$ cat config.mk
export PLATFORM = sky130hd
export DESIGN_NAME = obd_pid_response_decoder
export DESIGN_NICKNAME = d
export VERILOG_FILES = /design/src/design/obdprd_pkg.sv /design/src/design/obdprd_front.sv /design/src/design/obdprd_queue.sv /design/src/design/obdprd_back.sv /design/src/design/obd_pid_response_decoder.sv
export SDC_FILE = /design/constraint.sdc
export NUM_CORES = 1
export LEC_CHECK = 0
export BUFFER_PORTS_ARGS = -buffer_cell sky130_fd_sc_hd__buf_2
export CELL_PAD_IN_SITES_DETAIL_PLACEMENT = 1
export CELL_PAD_IN_SITES_GLOBAL_PLACEMENT = 2
export CORE_ASPECT_RATIO = 0.75
export CORE_MARGIN = 10
export CORE_UTILIZATION = 40
export CTS_CLUSTER_DIAMETER = 40
export DETAILED_ROUTE_END_ITERATION = 7
export PLACE_DENSITY_LB_ADDON = 0.1
export SLEW_MARGIN = 20
export SYNTH_ARGS = -nofsm -noshare
export SYNTH_HDL_FRONTEND = slang
export SYNTH_SLANG_ARGS = --single-unit
$ cat constraint.sdc
create_clock -name clk -period 5.3 [get_ports clk]
set_input_delay 1.06 -clock clk [delete_from_list [all_inputs] [get_ports clk]]
set_output_delay 1.06 -clock clk [all_outputs]
set_load 0.005 [all_outputs]
$ cat src/design/obdprd_pkg.sv
// ----------------------------------------------------------------------------
// OBD-II PID reply decoder package
// Character constants, status codes and the classified character request that
// passes from the front end through the queue to the decode back end.
// ----------------------------------------------------------------------------
package obdprd_pkg;

  // Characters of the adapter reply.
  localparam logic [7:0] CHAR_CR     = 8'd13;
  localparam logic [7:0] CHAR_SPACE  = 8'd32;
  localparam logic [7:0] CHAR_PROMPT = 8'd62;
  localparam logic [7:0] CHAR_0      = 8'h30;
  localparam logic [7:0] CHAR_1      = 8'h31;
  localparam logic [7:0] CHAR_4      = 8'h34;
  localparam logic [7:0] CHAR_5      = 8'h35;
  localparam logic [7:0] CHAR_9      = 8'h39;
  localparam logic [7:0] CHAR_UC_A   = 8'h41;
  localparam logic [7:0] CHAR_UC_C   = 8'h43;
  localparam logic [7:0] CHAR_UC_F   = 8'h46;
  localparam logic [7:0] CHAR_LC_A   = 8'h61;
  localparam logic [7:0] CHAR_LC_F   = 8'h66;

  // Reply bookkeeping.
  localparam logic [3:0] KEPT_MAX     = 4'd8;
  localparam logic [3:0] HEADER_LEN   = 4'd4;
  localparam logic [3:0] BYTE_B_POS   = 4'd6;
  localparam logic [3:0] NEED_RPM     = 4'd8;
  localparam logic [3:0] NEED_TEMP    = 4'd6;
  localparam logic [14:0] TEMP_OFFSET = 15'd40;

  // Query kinds.
  localparam logic QUERY_RPM  = 1'b0;
  localparam logic QUERY_TEMP = 1'b1;

  // Result status codes.
  localparam logic [1:0] STS_VALID    = 2'd0;
  localparam logic [1:0] STS_HEADER   = 2'd1;
  localparam logic [1:0] STS_SHORT    = 2'd2;

  // Class of a character that is kept for the back end.
  typedef enum logic {
    CLS_KEEP   = 1'b0,
    CLS_PROMPT = 1'b1
  } chr_class_t;

  // One classified character request.
  typedef struct packed {
    chr_class_t cls;
    logic [3:0] hdr_hit;    // matches the header character at positions 0..3
    logic [3:0] nibble;     // hex value, zero when not a hex digit
    logic       hex_ok;
    logic       query_kind; // query kind in force when the character arrived
  } chr_item_t;

endpackage

$ cat src/design/obdprd_front.sv
// ----------------------------------------------------------------------------
// OBD-II PID reply decoder front end
// Holds the query kind register, drops carriage returns and spaces, and
// classifies every other character into a request for the queue.
// ----------------------------------------------------------------------------
module obdprd_front (
  input  logic                  clk,
  input  logic                  rst_n,
  input  logic                  cfg_we,
  input  logic                  cfg_wdata,
  input  logic                  in_valid,
  output logic                  in_stall,
  input  logic [7:0]            in_rx_char,
  output logic                  push,
  output obdprd_pkg::chr_item_t push_item,
  input  logic                  queue_full
);
  import obdprd_pkg::*;

  logic       query_kind_r;
  logic       query_kind_nxt;
  logic       is_drop;
  logic       is_digit;
  logic       is_upper;
  logic       is_lower;
  logic [7:0] diff;

  // Query kind register; the user must write it only while the block is idle, the block does not enforce this.
  always_comb begin
    query_kind_nxt = query_kind_r;
    if (cfg_we) begin
      query_kind_nxt = cfg_wdata;
    end
  end

  always_ff @(posedge clk) begin
    if (!rst_n) begin
      query_kind_r <= QUERY_RPM;
    end else begin
      query_kind_r <= query_kind_nxt;
    end
  end

  // Character classification and hex decode.
  always_comb begin
    is_drop  = (in_rx_char == CHAR_CR) || (in_rx_char == CHAR_SPACE);
    is_digit = (in_rx_char >= CHAR_0) && (in_rx_char <= CHAR_9);
    is_upper = (in_rx_char >= CHAR_UC_A) && (in_rx_char <= CHAR_UC_F);
    is_lower = (in_rx_char >= CHAR_LC_A) && (in_rx_char <= CHAR_LC_F);

    if (is_digit) begin
      diff = in_rx_char - CHAR_0;
    end else if (is_upper) begin
      diff = in_rx_char - CHAR_UC_A + 8'd10;
    end else if (is_lower) begin
      diff = in_rx_char - CHAR_LC_A + 8'd10;
    end else begin
      diff = 8'd0;
    end

    push_item.cls        = (in_rx_char == CHAR_PROMPT) ? CLS_PROMPT : CLS_KEEP;
    push_item.hdr_hit[0] = (in_rx_char == CHAR_4);
    push_item.hdr_hit[1] = (in_rx_char == CHAR_1);
    push_item.hdr_hit[2] = (in_rx_char == CHAR_0);
    push_item.hdr_hit[3] = (query_kind_r == QUERY_TEMP) ? (in_rx_char == CHAR_5)
                                                        : (in_rx_char == CHAR_UC_C);
    push_item.nibble     = diff[3:0];
    push_item.hex_ok     = is_digit || is_upper || is_lower;
    push_item.query_kind = query_kind_r;
  end

  // Handshake: dropped characters are accepted and discarded.
  assign in_stall = queue_full;
  assign push     = in_valid && !queue_full && !is_drop;

endmodule

$ cat src/design/obdprd_queue.sv
// ----------------------------------------------------------------------------
// OBD-II PID reply decoder queue
// Short register queue of classified character requests between the front
// end and the decode back end.
// ----------------------------------------------------------------------------
module obdprd_queue #(
  parameter int DEPTH = 4
) (
  input  logic                  clk,
  input  logic                  rst_n,
  input  logic                  push,
  input  obdprd_pkg::chr_item_t push_item,
  output logic                  full,
  input  logic                  pop,
  output logic                  pop_valid,
  output obdprd_pkg::chr_item_t pop_item
);
  import obdprd_pkg::*;

  localparam int PTR_W = (DEPTH > 1) ? $clog2(DEPTH) : 1;
  localparam int CNT_W = $clog2(DEPTH + 1);

  chr_item_t        entries_r [DEPTH];
  logic [PTR_W-1:0] wr_ptr_r;
  logic [PTR_W-1:0] wr_ptr_nxt;
  logic [PTR_W-1:0] rd_ptr_r;
  logic [PTR_W-1:0] rd_ptr_nxt;
  logic [CNT_W-1:0] count_r;
  logic [CNT_W-1:0] count_nxt;
  logic             do_push;
  logic             do_pop;

  assign full      = (count_r == CNT_W'(DEPTH));
  assign pop_valid = (count_r != '0);
  assign pop_item  = entries_r[rd_ptr_r];
  assign do_push   = push && !full;
  assign do_pop    = pop && pop_valid;

  // Pointer and fill count update.
  always_comb begin
    wr_ptr_nxt = wr_ptr_r;
    rd_ptr_nxt = rd_ptr_r;
    count_nxt  = count_r;
    if (do_push) begin
      wr_ptr_nxt = (wr_ptr_r == PTR_W'(DEPTH - 1)) ? '0 : wr_ptr_r + 1'b1;
    end
    if (do_pop) begin
      rd_ptr_nxt = (rd_ptr_r == PTR_W'(DEPTH - 1)) ? '0 : rd_ptr_r + 1'b1;
    end
    if (do_push && !do_pop) begin
      count_nxt = count_r + 1'b1;
    end else if (do_pop && !do_push) begin
      count_nxt = count_r - 1'b1;
    end
  end

  always_ff @(posedge clk) begin
    if (!rst_n) begin
      wr_ptr_r <= '0;
      rd_ptr_r <= '0;
      count_r  <= '0;
    end else begin
      wr_ptr_r <= wr_ptr_nxt;
      rd_ptr_r <= rd_ptr_nxt;
      count_r  <= count_nxt;
    end
  end

  // Entry storage needs no reset.
  always_ff @(posedge clk) begin
    if (do_push) begin
      entries_r[wr_ptr_r] <= push_item;
    end
  end

endmodule

$ cat src/design/obdprd_back.sv
// ----------------------------------------------------------------------------
// OBD-II PID reply decoder back end
// Tracks the reply (kept count, header match, data bytes, digit error) and
// on the prompt forms the result into the output register.
// ----------------------------------------------------------------------------
module obdprd_back (
  input  logic                  clk,
  input  logic                  rst_n,
  input  logic                  item_valid,
  input  obdprd_pkg::chr_item_t item,
  output logic                  pop,
  output logic                  out_valid,
  input  logic                  out_stall,
  output logic signed [14:0]    out_value,
  output logic [1:0]            out_status
);
  import obdprd_pkg::*;

  logic [3:0]         kept_count_r;
  logic [3:0]         kept_count_nxt;
  logic               header_match_r;
  logic               header_match_nxt;
  logic [7:0]         byte_a_r;
  logic [7:0]         byte_a_nxt;
  logic [7:0]         byte_b_r;
  logic [7:0]         byte_b_nxt;
  logic               digit_error_r;
  logic               digit_error_nxt;
  logic               out_valid_r;
  logic               out_valid_nxt;
  logic signed [14:0] value_r;
  logic signed [14:0] value_nxt;
  logic [1:0]         status_r;
  logic [1:0]         status_nxt;
  logic               is_prompt;
  logic [3:0]         need;

  assign is_prompt = (item.cls == CLS_PROMPT);
  // A prompt waits while an undelivered result blocks the output register.
  assign pop       = item_valid && (!is_prompt || !out_valid_r || !out_stall);

  // Reply state update and result forming.
  always_comb begin
    kept_count_nxt   = kept_count_r;
    header_match_nxt = header_match_r;
    byte_a_nxt       = byte_a_r;
    byte_b_nxt       = byte_b_r;
    digit_error_nxt  = digit_error_r;
    value_nxt        = value_r;
    status_nxt       = status_r;
    out_valid_nxt    = out_valid_r && out_stall;
    need             = (item.query_kind == QUERY_TEMP) ? NEED_TEMP : NEED_RPM;

    if (pop && is_prompt) begin
      out_valid_nxt = 1'b1;
      value_nxt     = '0;
      if (!header_match_r) begin
        status_nxt = STS_HEADER;
      end else if ((kept_count_r < need) || digit_error_r) begin
        status_nxt = STS_SHORT;
      end else begin
        status_nxt = STS_VALID;
        if (item.query_kind == QUERY_TEMP) begin
          value_nxt = {7'd0, byte_a_r} - TEMP_OFFSET;
        end else begin
          value_nxt = {1'b0, byte_a_r, byte_b_r[7:2]};
        end
      end
      kept_count_nxt   = '0;
      header_match_nxt = 1'b1;
      byte_a_nxt       = '0;
      byte_b_nxt       = '0;
      digit_error_nxt  = 1'b0;
    end else if (pop && (kept_count_r < KEPT_MAX)) begin
      kept_count_nxt = kept_count_r + 1'b1;
      if (kept_count_r < HEADER_LEN) begin
        if (!item.hdr_hit[kept_count_r[1:0]]) begin
          header_match_nxt = 1'b0;
        end
      end else if (kept_count_r < BYTE_B_POS) begin
        byte_a_nxt = {byte_a_r[3:0], item.nibble};
        if (!item.hex_ok) begin
          digit_error_nxt = 1'b1;
        end
      end else begin
        byte_b_nxt = {byte_b_r[3:0], item.nibble};
        if (!item.hex_ok && (item.query_kind == QUERY_RPM)) begin
          digit_error_nxt = 1'b1;
        end
      end
    end
  end

  always_ff @(posedge clk) begin
    if (!rst_n) begin
      kept_count_r   <= '0;
      header_match_r <= 1'b1;
      byte_a_r       <= '0;
      byte_b_r       <= '0;
      digit_error_r  <= 1'b0;
      out_valid_r    <= 1'b0;
    end else begin
      kept_count_r   <= kept_count_nxt;
      header_match_r <= header_match_nxt;
      byte_a_r       <= byte_a_nxt;
      byte_b_r       <= byte_b_nxt;
      digit_error_r  <= digit_error_nxt;
      out_valid_r    <= out_valid_nxt;
    end
  end

  // Result payload needs no reset.
  always_ff @(posedge clk) begin
    value_r  <= value_nxt;
    status_r <= status_nxt;
  end

  assign out_valid  = out_valid_r;
  assign out_value  = value_r;
  assign out_status = status_r;

endmodule

$ cat src/design/obd_pid_response_decoder.sv
// ----------------------------------------------------------------------------
// OBD-II PID reply decoder
// Decodes an adapter reply to an engine speed or coolant temperature query,
// one character per request, and gives one result per prompt character.
// ----------------------------------------------------------------------------
//   Channel  Direction  Handshake          Payload
//   in       input      in_valid/in_stall  in_rx_char[7:0]
//   out      output     out_valid/out_stall out_value[14:0] signed, out_status[1:0]
//   cfg      input      cfg_we             cfg_wdata (query kind)
//
// One character is accepted per cycle while the queue has room; the front end
// classifies it into the queue and the back end updates the reply state as it
// leaves the queue. A result appears in the output register the cycle after
// its prompt leaves the queue.
// Reset clears the query kind, the queue and the reply state.
// A stalled result holds the output register; characters drain until a prompt
// reaches the head, then wait behind it; in_stall rises once the queue is full.
// ----------------------------------------------------------------------------
module obd_pid_response_decoder #(
  parameter int QUEUE_DEPTH = 4
) (
  input  logic               clk,
  input  logic               rst_n,
  input  logic               cfg_we,
  input  logic               cfg_wdata,
  input  logic               in_valid,
  output logic               in_stall,
  input  logic [7:0]         in_rx_char,
  output logic               out_valid,
  input  logic               out_stall,
  output logic signed [14:0] out_value,
  output logic [1:0]         out_status
);
  import obdprd_pkg::*;

  logic      push;
  chr_item_t push_item;
  logic      queue_full;
  logic      pop;
  logic      pop_valid;
  chr_item_t pop_item;

  // Front end: query kind register and character classification.
  obdprd_front u_front (
    .clk        (clk),
    .rst_n      (rst_n),
    .cfg_we     (cfg_we),
    .cfg_wdata  (cfg_wdata),
    .in_valid   (in_valid),
    .in_stall   (in_stall),
    .in_rx_char (in_rx_char),
    .push       (push),
    .push_item  (push_item),
    .queue_full (queue_full)
  );

  // Queue between front and back ends.
  obdprd_queue #(
    .DEPTH (QUEUE_DEPTH)
  ) u_queue (
    .clk       (clk),
    .rst_n     (rst_n),
    .push      (push),
    .push_item (push_item),
    .full      (queue_full),
    .pop       (pop),
    .pop_valid (pop_valid),
    .pop_item  (pop_item)
  );

  // Back end: reply tracking and result register.
  obdprd_back u_back (
    .clk        (clk),
    .rst_n      (rst_n),
    .item_valid (pop_valid),
    .item       (pop_item),
    .pop        (pop),
    .out_valid  (out_valid),
    .out_stall  (out_stall),
    .out_value  (out_value),
    .out_status (out_status)
  );

endmodule

== After elaboration in Yosys (flattened, before gate mapping) ==
Memories as Yosys holds them, arrays and structs flattened. A register that Yosys moved wholly into a read port is not among the register bits.
Index checks and enable logic that the tools add are counted.

* Add/subtract/negate cells: 11
* Multiply operators: 0
* Div/mod/pow operators: 0
* $lt $le $gt $ge: 11
* Equal/unequal tests: 12
* Shift operators: 0
* Muxes and demuxes: 22
* Bitwise operators: 6
* Reductions and logical operators: 38

{| class="wikitable"
|+ Operators by type and width
! cell !! count
|-
| equality test 8 x 6 -> 1 bit, second input constant || 6
|-
| greater-or-equal comparator 8 x 7 -> 1 bit, second input constant || 2
|-
| <= comparator 8 x 7 -> 1 bit, second input constant || 2
|-
| 2-to-1 mux 4 bit || 4
|-
| logical AND 1 bit || 14
|-
| 2-to-1 mux 14 bit || 1
|-
| subtractor 4 x 1 -> 4 bit, second input constant || 3
|-
| 2-to-1 mux 2 bit || 5
|-
| 2-to-1 mux 1 bit || 9
|-
| AND reduction 3 bit || 3
|-
| subtractor 8 x 6 -> 9 bit, second input constant || 1
|-
| adder 4 bit, second input constant || 2
|-
| equality test 8 x 4 -> 1 bit, second input constant || 1
|-
| equality test 8 x 7 -> 1 bit, second input constant || 1
|-
| greater-or-equal comparator 8 x 6 -> 1 bit, second input constant || 1
|-
| <= comparator 8 x 6 -> 1 bit, second input constant || 1
|-
| logical NOT 1 bit || 8
|-
| < comparator 4 x 3 -> 1 bit, second input constant || 2
|-
| logical OR 1 bit || 6
|-
| 2-to-1 mux 3 bit || 2
|-
| inverter 1 bit || 6
|-
| adder 2 x 1 -> 2 bit, second input constant || 2
|-
| adder 4 x 1 -> 4 bit, second input constant || 1
|-
| equality test 2 bit, second input constant || 2
|-
| other kinds (13) || 15
|}

* Register bits: 48
* Latch bits: 0
* Bits in writable memories: 44
* Memory bits (read-only): 0
* Input bits: 14
* Output and inout port bits: 19
* Word-level logic and storage cells: 114
* Memories: 1

{| class="wikitable"
|+ Memory list
! memory !! words !! bits a word !! read ports !! clocked after Yosys merged registers in !! write ports !! RTL line !! source
|-
| u_queue.entries_r || 4 || 11 || 1 || 1 || 1 || obdprd_queue.sv:23 || <nowiki>chr_item_t entries_r [DEPTH];</nowiki>
|}

== Longest topological paths before layout ==
Gate-level depths: netlist of run 1.

* Depth in word-level cells: 9
* Mapped depth: 11

== Modules after synthesis ==
Synthesis of run 1 repeated with hierarchy kept, for this count alone.

* Cell total of the unflattened synthesis: 313
* Area, all modules: 4167.7 um^2

{| class="wikitable"
|+ Modules (own cells, without submodules)
! module !! instances !! cells an instance !! area each (um^2) !! sequential area each (um^2)
|-
| obdprd_queue || 1 || 107 || 2078.2 || 1501.4
|-
| obdprd_back || 1 || 161 || 1734.2 || 970.9
|-
| obdprd_front || 1 || 45 || 355.3 || 20.0
|}

== Worst setup path after synthesis of run 1 ==
Ideal clock, no wire load.

* Path kind: input -> register
* Start point: input in_rx_char[1]
* End point: register u_queue.count_r[2]
* Arrival: 3.061 ns
* Data required time: 5.228 ns
* Path slack: 2.167 ns
* Stages: 11
* Cells stage by stage: inv_1 > ha_1 > and4b_1 > o21a_1 > nor2_1 > ha_1 > inv_1 > fa_1 > xor2_1 > or3_1 > a21oi_1

* Longest elaborated chain between the ends: 8
* Elaborated cells between the ends (all ways): 11

{| class="wikitable"
|+ RTL lines
! what !! RTL line !! source
|-
| start, declared || obd_pid_response_decoder.sv:28 || <nowiki>input logic [7:0] in_rx_char,</nowiki>
|-
| equality test 8 x 4 -> 1 bit / equality test 8 x 6 -> 1 bit (equally long branches) || obdprd_front.sv:46 || <nowiki>is_drop = (in_rx_char == CHAR_CR) || (in_rx_char == CHAR_SPACE);</nowiki>
|-
| logical OR 1 bit (*) || obdprd_front.sv:46 ||
|-
| logical NOT 1 bit (*) || obdprd_front.sv:74 || <nowiki>assign push = in_valid && !queue_full && !is_drop;</nowiki>
|-
| logical AND 1 bit (*) || obdprd_front.sv:74 ||
|-
| logical AND 1 bit (*) || obdprd_queue.sv:36 || <nowiki>assign do_push = push && !full;</nowiki>
|-
| named net u_queue.do_push || obdprd_queue.sv:30 || <nowiki>logic do_push;</nowiki>
|-
| logical NOT 1 bit || obdprd_queue.sv:52 || <nowiki>end else if (do_pop && !do_push) begin</nowiki>
|-
| logical AND 1 bit || obdprd_queue.sv:52 ||
|-
| nonzero test 2 bit (no source line) || - ||
|-
| end signal, assigned || obdprd_queue.sv:65 || <nowiki>count_r <= count_nxt;</nowiki>
|-
| end, declared || obdprd_queue.sv:28 || <nowiki>logic [CNT_W-1:0] count_r;</nowiki>
|}

The timed path passes the listed nets; every way through them passes the cells marked *.
A chain may end at the register's enable or synchronous reset.

==> metrics.txt, run 1 <==
Tcrit/Tclk final 0.627; hold-fix buffers at CTS 0; Clock transition at path regs about 0.060 ns; cell accounting for the most synthesized area edfxtp_1; area grow syn2layout 13.5%; Mapped Cells ~310; max-slew violation count 0; core area ~10,000 um^2; All-Layer GR Usage 0.119; Most used DFF post-synth edfxtp_1; synthesized flop and latch total 94; total design power around 0.0022 W; DR iter-0 viols 168; n_diodes 0; clk_skew around 0.0048 ns; total number of vias roughly 2,500; CTS Sinks between 90 and 100; post-route ant nets 0; Worst-Margin Slew approximately 1.0 ns; R2R Path End u_queue.count_r[2]; H-tree levels 3; Cell Rows 32; Routed WL approximately 8600 um; Post-synth ARST share 0; RSZ-0062 raised after global routing no; Nets between 300 and 400; R2R Setup Slk roughly 2.0 ns; Worst Path Max Fanout 12; DRC Markers 0; CTS tree built; Synth area leaders edfxtp_1, dfxtp_1, mux2i_1, mux4_2, ha_1; Post-Syn Nets 343; top-area cell type share of the netlist area 0.437; IO Pins 33; Initial Utilization 0.409; setup TNS 0 ns; root buffer cell clkbuf_16; cts repair resizes 0; Avg Inst Size Synth 13.3 um^2; Setup crit end u_queue.count_r[2]; Clock Path Buffers 2; global-route wire length before repair between 10,000 and 15,000 um; ratio of cells with drive above 1 in the final layout 0.231; Post-Place Cells about 480; vias in the first global route around 2,700; routed length per placed instance about 17 um; Final HPWL DP 6220 um; grt ovf 0; Post-synth EDFFs ~60; Crit Path Category flip-flop to flip-flop; Die ar. 15,000 um^2; YS warnings 0; Setup Viol. Count Final 0; Die Span Y approximately 110 um; postcts setup bufs 0; final hold vios 0; max-cap viol count 0; largest net degree at the start of global routing 23; port bufs 32; clock period minus worst slack approximately 3.3 ns; mapped cell area between 4000 and 5000 um^2; initial antenna violation count 0; CTS Buf Count 9; r2r worst-path depth 9; post-DR vias/cell between 5 and 6; hold_sp u_back.out_valid; critical path capture point type flip-flop; Seq/Total Area, Yosys 0.595; Slew Limit Headroom 0.315; clock latency on the worst-skew pair about 0.33 ns; HP Class flip-flop to flip-flop; required time worst endpoint 5.56 ns; leakage roughly 1.7 nW; worst vdd ir ~190 uV; pwr dens ~470 nW/um^2; Synth cell types 50; first drt pass iteration count 4; Worst setup SP type flip-flop; Die X roughly 140 um; Worst Path Arrival approximately 3.6 ns; max frequency approximately 300 MHz; Post-Layout Cell Count a little under 500; gpl congestion roughly 0.76; status finished clean
[layout make-up]
| type | count | area, um^2 |
|---|---|---|
| fill | 1078 | 5500 |
| sequential | 94 | 2490 |
| multi-input combinational | 194 | 1590 |
| clock buffer | 10 | 229 |
| timing repair buffer | 34 | 175 |
| tap | 136 | 170 |
| inverter | 18 | 67.6 |
| clock inverter | 5 | 27.5 |
[through the flow]
step           cell area, um^2  hold slack [ns]  worst slack, ns   util
4_1_cts                   4740            0.466             1.89  0.463
5_1_grt                   4750            0.515             1.70  0.464
6_report                  4750            0.463             1.98  0.464
3_3_place_gp              4490            0.449             1.84  0.438
2_1_floorplan             4190            0.449             2.17      -
3_5_place_dp              4490            0.458             1.69  0.438
[worst max-delay path: stages (launching register included)]
cell and delay (ns):
dfxtp_1 0.88, mux4_2 0.70, a21oi_1 0.51, inv_1 0.10, ha_1 0.24, inv_1 0.07
fa_1 0.17, xor2_1 0.07, or3_1 0.33, a21oi_1 0.16
[state kept, by name, summed over array words and instances, names as in the netlist, 2 cells and up, named ones only]
signal,count
u_back.byte_a_r,8
u_queue.rd_ptr_r,2
u_back.out_status,2
u_back.kept_count_r,4
u_queue.wr_ptr_r,2
u_back.out_value,15
u_queue.entries_r,44
u_queue.count_r,3
u_back.byte_b_r,8
[where the power goes]
group | leakage [nW] | internal [W] | switching [W] | total (W)
Clock | 0.119 | 0.000311 | 0.000256 | 0.000567
Sequential | 0.869 | 0.000921 | 0.0000954 | 0.00102
Combinational | 0.717 | 0.000265 | 0.000364 | 0.000628
[logic make-up (layout without fill, tap and decap cells)]
logic type	after synthesis	count (layout)	share of synthesized area
DFF	94	94	0.595
and+or+nand+nor	90	90	0.115
AOI/OAI and AO/OA	41	41	0.0723
muxes	41	41	0.128
buffers and inverters	26	67	0.0281
adders and majority gates	15	15	0.0466
xor gates and xnor gates	7	7	0.0146
[per-layer routing]
layer,track usage,vias to the layer above,wire [um]
met4,0.0293,0,74
met3,0.0326,7,300
met5,0,-,0
li1,-,1234,-
met1,0.158,1240,4290
met2,0.190,29,3920
[how the worst min path moves through the flow]
stage / depth (start not counted) / endpoint / slack (ns)
after floorplan: 1 / u_back.header_match_r / 0.45
after global placement: 2 / u_back.out_valid / 0.45
after detailed placement: 2 / u_back.out_valid / 0.46
after CTS: 2 / u_back.out_valid / 0.47
after global routing: 2 / u_back.out_valid / 0.52
final: 2 / u_back.out_valid / 0.46
[cell usage after synthesis, types with 2 or more instances]
cell type,number
edfxtp_1,61
dfxtp_1,33
nor2_1,31
mux2i_1,29
a21oi_1,17
inv_1,16
nor2_2,16
ha_1,14
nand2_1,11
mux4_2,10
and2_1,7
a211oi_1,5
buf_2,4
o21ai_0,4
xnor2_1,4
nand3_1,3
nor3_1,3
nor4b_1,3
or3b_2,3
xor2_1,3
a2111oi_4,2
a31oi_1,2
buf_4,2
mux2_2,2
nand2b_1,2
nand4_1,2
o311a_1,2
[cells in the final DEF, fill, tap and decap left out, types with 2 or more instances in the layout]
| cell | Yosys | layout |
|---|---|---|
| nand3_1 | 3 | 3 |
| nand4_1 | 2 | 2 |
| a2111oi_4 | 2 | 2 |
| edfxtp_1 | 61 | 61 |
| o21ai_0 | 4 | 4 |
| mux2_2 | 2 | 2 |
| buf_4 | 2 | 2 |
| nor2_1 | 31 | 31 |
| mux4_2 | 10 | 10 |
| clkinvlp_4 | 0 | 2 |
| and2_1 | 7 | 7 |
| clkbuf_16 | 0 | 9 |
| nor4b_1 | 3 | 3 |
| o311a_1 | 2 | 2 |
| mux2i_1 | 29 | 29 |
| nor2_2 | 16 | 16 |
| ha_1 | 14 | 14 |
| nand2_1 | 11 | 11 |
| a31oi_1 | 2 | 2 |
| xnor2_1 | 4 | 4 |
| or3b_2 | 3 | 3 |
| nand2b_1 | 2 | 2 |
| dfxtp_1 | 33 | 33 |
| a21oi_1 | 17 | 17 |
| inv_1 | 16 | 16 |
| nor3_1 | 3 | 3 |
| clkinv_1 | 1 | 3 |
| buf_2 | 4 | 32 |
| a211oi_1 | 5 | 5 |
| xor2_1 | 3 | 3 |
No activity file was read; power rests on OpenSTA's default activity.
==> inputs of run 2 (changes only) <==
==> constraint.sdc (replaced) <==
create_clock -name clk -period 3.2 [get_ports clk]
set_input_delay 0.64 -clock clk [delete_from_list [all_inputs] [get_ports clk]]
set_output_delay 0.64 -clock clk [all_outputs]
set_load 0.005 [all_outputs]
==> run 2 against run 1 <==
  * Register-to-register slack worse by 1.2 ns
  * Combinational power is 85% higher
  * Cell area is 3.1% higher
  * Hold slack better by 0.0096 ns
  * Setup slack worse by 1.6 ns
  * Critical path type is now primary input to flip-flop
  * Critical endpoint unchanged
==> metrics.txt, run 2 (synthesis results as in run 1) <==
DR iter-0 viols 125 (-26%); clock power share 0.289 (+0.033); hold-fix buffers at CTS 0 (unchanged); WHS Endpoint u_back.out_valid; post-route ant nets 0 (unchanged); max-slew violation count 0 (unchanged); Internal Power 0.00270 W (+80%); worst vdd ir 410 uV (+120%); Comb power frac 0.297 (+0.013); postcts setup bufs 0 (unchanged); port bufs 32 (unchanged); most common cell after layout, fill and taps aside edfxtp_1; largest net degree at the start of global routing 23 (unchanged); Slowest Stage Delay on Critical Path 0.37 ns (-0.51 ns); Setup Viol. Count Final 0 (unchanged); Worst Path Arrival 3.09 ns (-0.49 ns); r2r worst-path depth 10 (+1); HP Class flip-flop to flip-flop; CTS Buf Count 9 (unchanged); NetSw 0.00121 W (+69%); R2R Setup Slk 0.76 ns (-1.22 ns); cts repair resizes 0 (unchanged); Worst-Margin Slew 0.713 ns (-0.307 ns); critical path capture point type flip-flop; Worst setup SP type primary input; most frequent cells in the layout edfxtp_1, dfxtp_1, buf_2; clock period minus worst slack ~2.8 ns; pwr dens 797 nW/um^2 (+71%); clock latency on the worst-skew pair 0.34 ns (about the same); required time worst endpoint 3.46 ns (-2.10 ns); Top reg by flops u_queue.entries_r; Worst Path Max Fanout 6 (-6); Nets 392 (+3.2%); area grow syn2layout 17.0%; hold depth 2 (unchanged); Routed WL 8580 um (about the same); grt ovf 0 (unchanged); n_diodes 0 (unchanged); crit-path cells buf_2 -> inv_1 -> ha_1 -> nor4bb_1 -> o21a_1 -> nor2_1 -> ha_1 -> inv_1 -> fa_1 -> xor2_1 -> or3_1 -> a21oi_1; first drt pass iteration count 4 (unchanged); All-Layer GR Usage 0.119 (+0.000183); leakage 1.80 nW (+5.6%); ratio of cells with drive above 1 in the final layout 0.266 (+0.0353); Slew Limit Headroom 0.518 (+0.203); hold_sp u_back.out_valid; root buffer cell clkbuf_16; Cell Rows 32 (unchanged); Clock transition at path regs 0.06 ns (about the same); CP max-delay cell fa_1; number of flip-flops in the largest register 44 (unchanged); DRC Markers 0 (unchanged); Sw Share 0.309 (-0.0143); Final HPWL DP 6200 um (-0.36%); routed length per placed instance 17.0 um (-2.5%); max frequency around 350 MHz; H-tree levels 3 (unchanged); RSZ-0062 raised after global routing no; core area 10,200 um^2 (unchanged); final hold vios 0 (unchanged); initial antenna violation count 0 (unchanged); Flop pwr share 0.414 (-0.046); IO Pins 33 (unchanged); CTS tree built; vias in the first global route 2,740 (+2.8%); CTS Sinks 94 (unchanged); status finished clean; R2R Path End u_back.out_value[3]; gpl congestion 0.773 (+2.4%); global-route wire length before repair 14,400 um (+0.29%); total number of vias 2,562 (+2.1%); utilization after layout 0.478 (+0.0145); clk_skew 0.00639 ns (+0.00161 ns); Die ar. 15,000 um^2 (unchanged); Clock Path Buffers 2 (unchanged); Die X 138 um (unchanged); Die Span Y 109 um (unchanged); Tcrit/Tclk final 0.883; Filler cells 1,116 (+3.5%); max-cap viol count 0 (unchanged); post-DR vias/cell 5.08 (-0.56%); Initial Utilization 0.409 (unchanged); total design power 0.00391 W (+77%); setup TNS 0 ns (unchanged); Crit Path Category primary input to flip-flop
-- run 2: worst max-delay path: cells and delay by family --
kind | cells | cell delay, ns
AO/OA/AOI/OAI | 2 | 0.39
adder cells (fa/ha/maj) | 3 | 0.86
XOR/XNOR | 1 | 0.18
AND/OR/NAND/NOR | 3 | 0.73
buffers and inverters | 3 | 0.30
-- run 2: worst max path at each step --
stage / startpoint / end / slack (ns) / cells past startpoint
2_1_floorplan: in_rx_char[1] / u_queue.count_r[2] / 0.49 / 11
3_3_place_gp: in_rx_char[0] / u_queue.count_r[2] / 0.13 / 12
3_5_place_dp: in_rx_char[0] / u_queue.count_r[2] / 0.04 / 12
4_1_cts: in_rx_char[0] / u_queue.count_r[2] / 0.38 / 12
5_1_grt: in_rx_char[0] / u_queue.count_r[2] / 0.22 / 12
6_report: in_rx_char[0] / u_queue.count_r[2] / 0.38 / 12
-- run 2: power by group through the flow --
stage | registers [W] | clock network (W) | logic [W]
4_1_cts | 0.00162 | 0.00116 | 0.00119
5_1_grt | 0.00164 | 0.00122 | 0.00131
3_3_place_gp | 0.00164 | 0 | 0.00115
2_1_floorplan | 0.00164 | 0 | 0.000788
6_report | 0.00162 | 0.00113 | 0.00116
3_5_place_dp | 0.00165 | 0 | 0.00118
-- run 2: stage by stage --
stage	hold slack (ns)	instances	worst slack, ns	instance area [um^2]
finish	0.472	504	0.376	4900
floorplan	0.449	314	0.487	4190
CTS	0.479	504	0.383	4900
detailed placement	0.471	488	0.0358	4580
global placement	0.453	488	0.126	4580
global route	0.512	504	0.220	4900
-- run 2: cell type report --
type	count	area [um^2]	area share
well taps	136	170	0.0347
inverters	18	67.6	0.0138
flip-flops and latches	94	2490	0.508
clock buffers	9	225	0.0459
repair buffers	46	265	0.0541
multi-input cells	194	1580	0.323
clock inverters	7	98.8	0.0202
-- run 2: per-layer routing --
| layer | part of all wire | track usage | up-vias |
|---|---|---|---|
| met5 | 0 | 0 | - |
| met4 | 0.0083 | 0.0338 | 0 |
| met3 | 0.031 | 0.0356 | 6 |
| met2 | 0.46 | 0.181 | 29 |
| met1 | 0.51 | 0.162 | 1272 |
| li1 | - | - | 1255 |
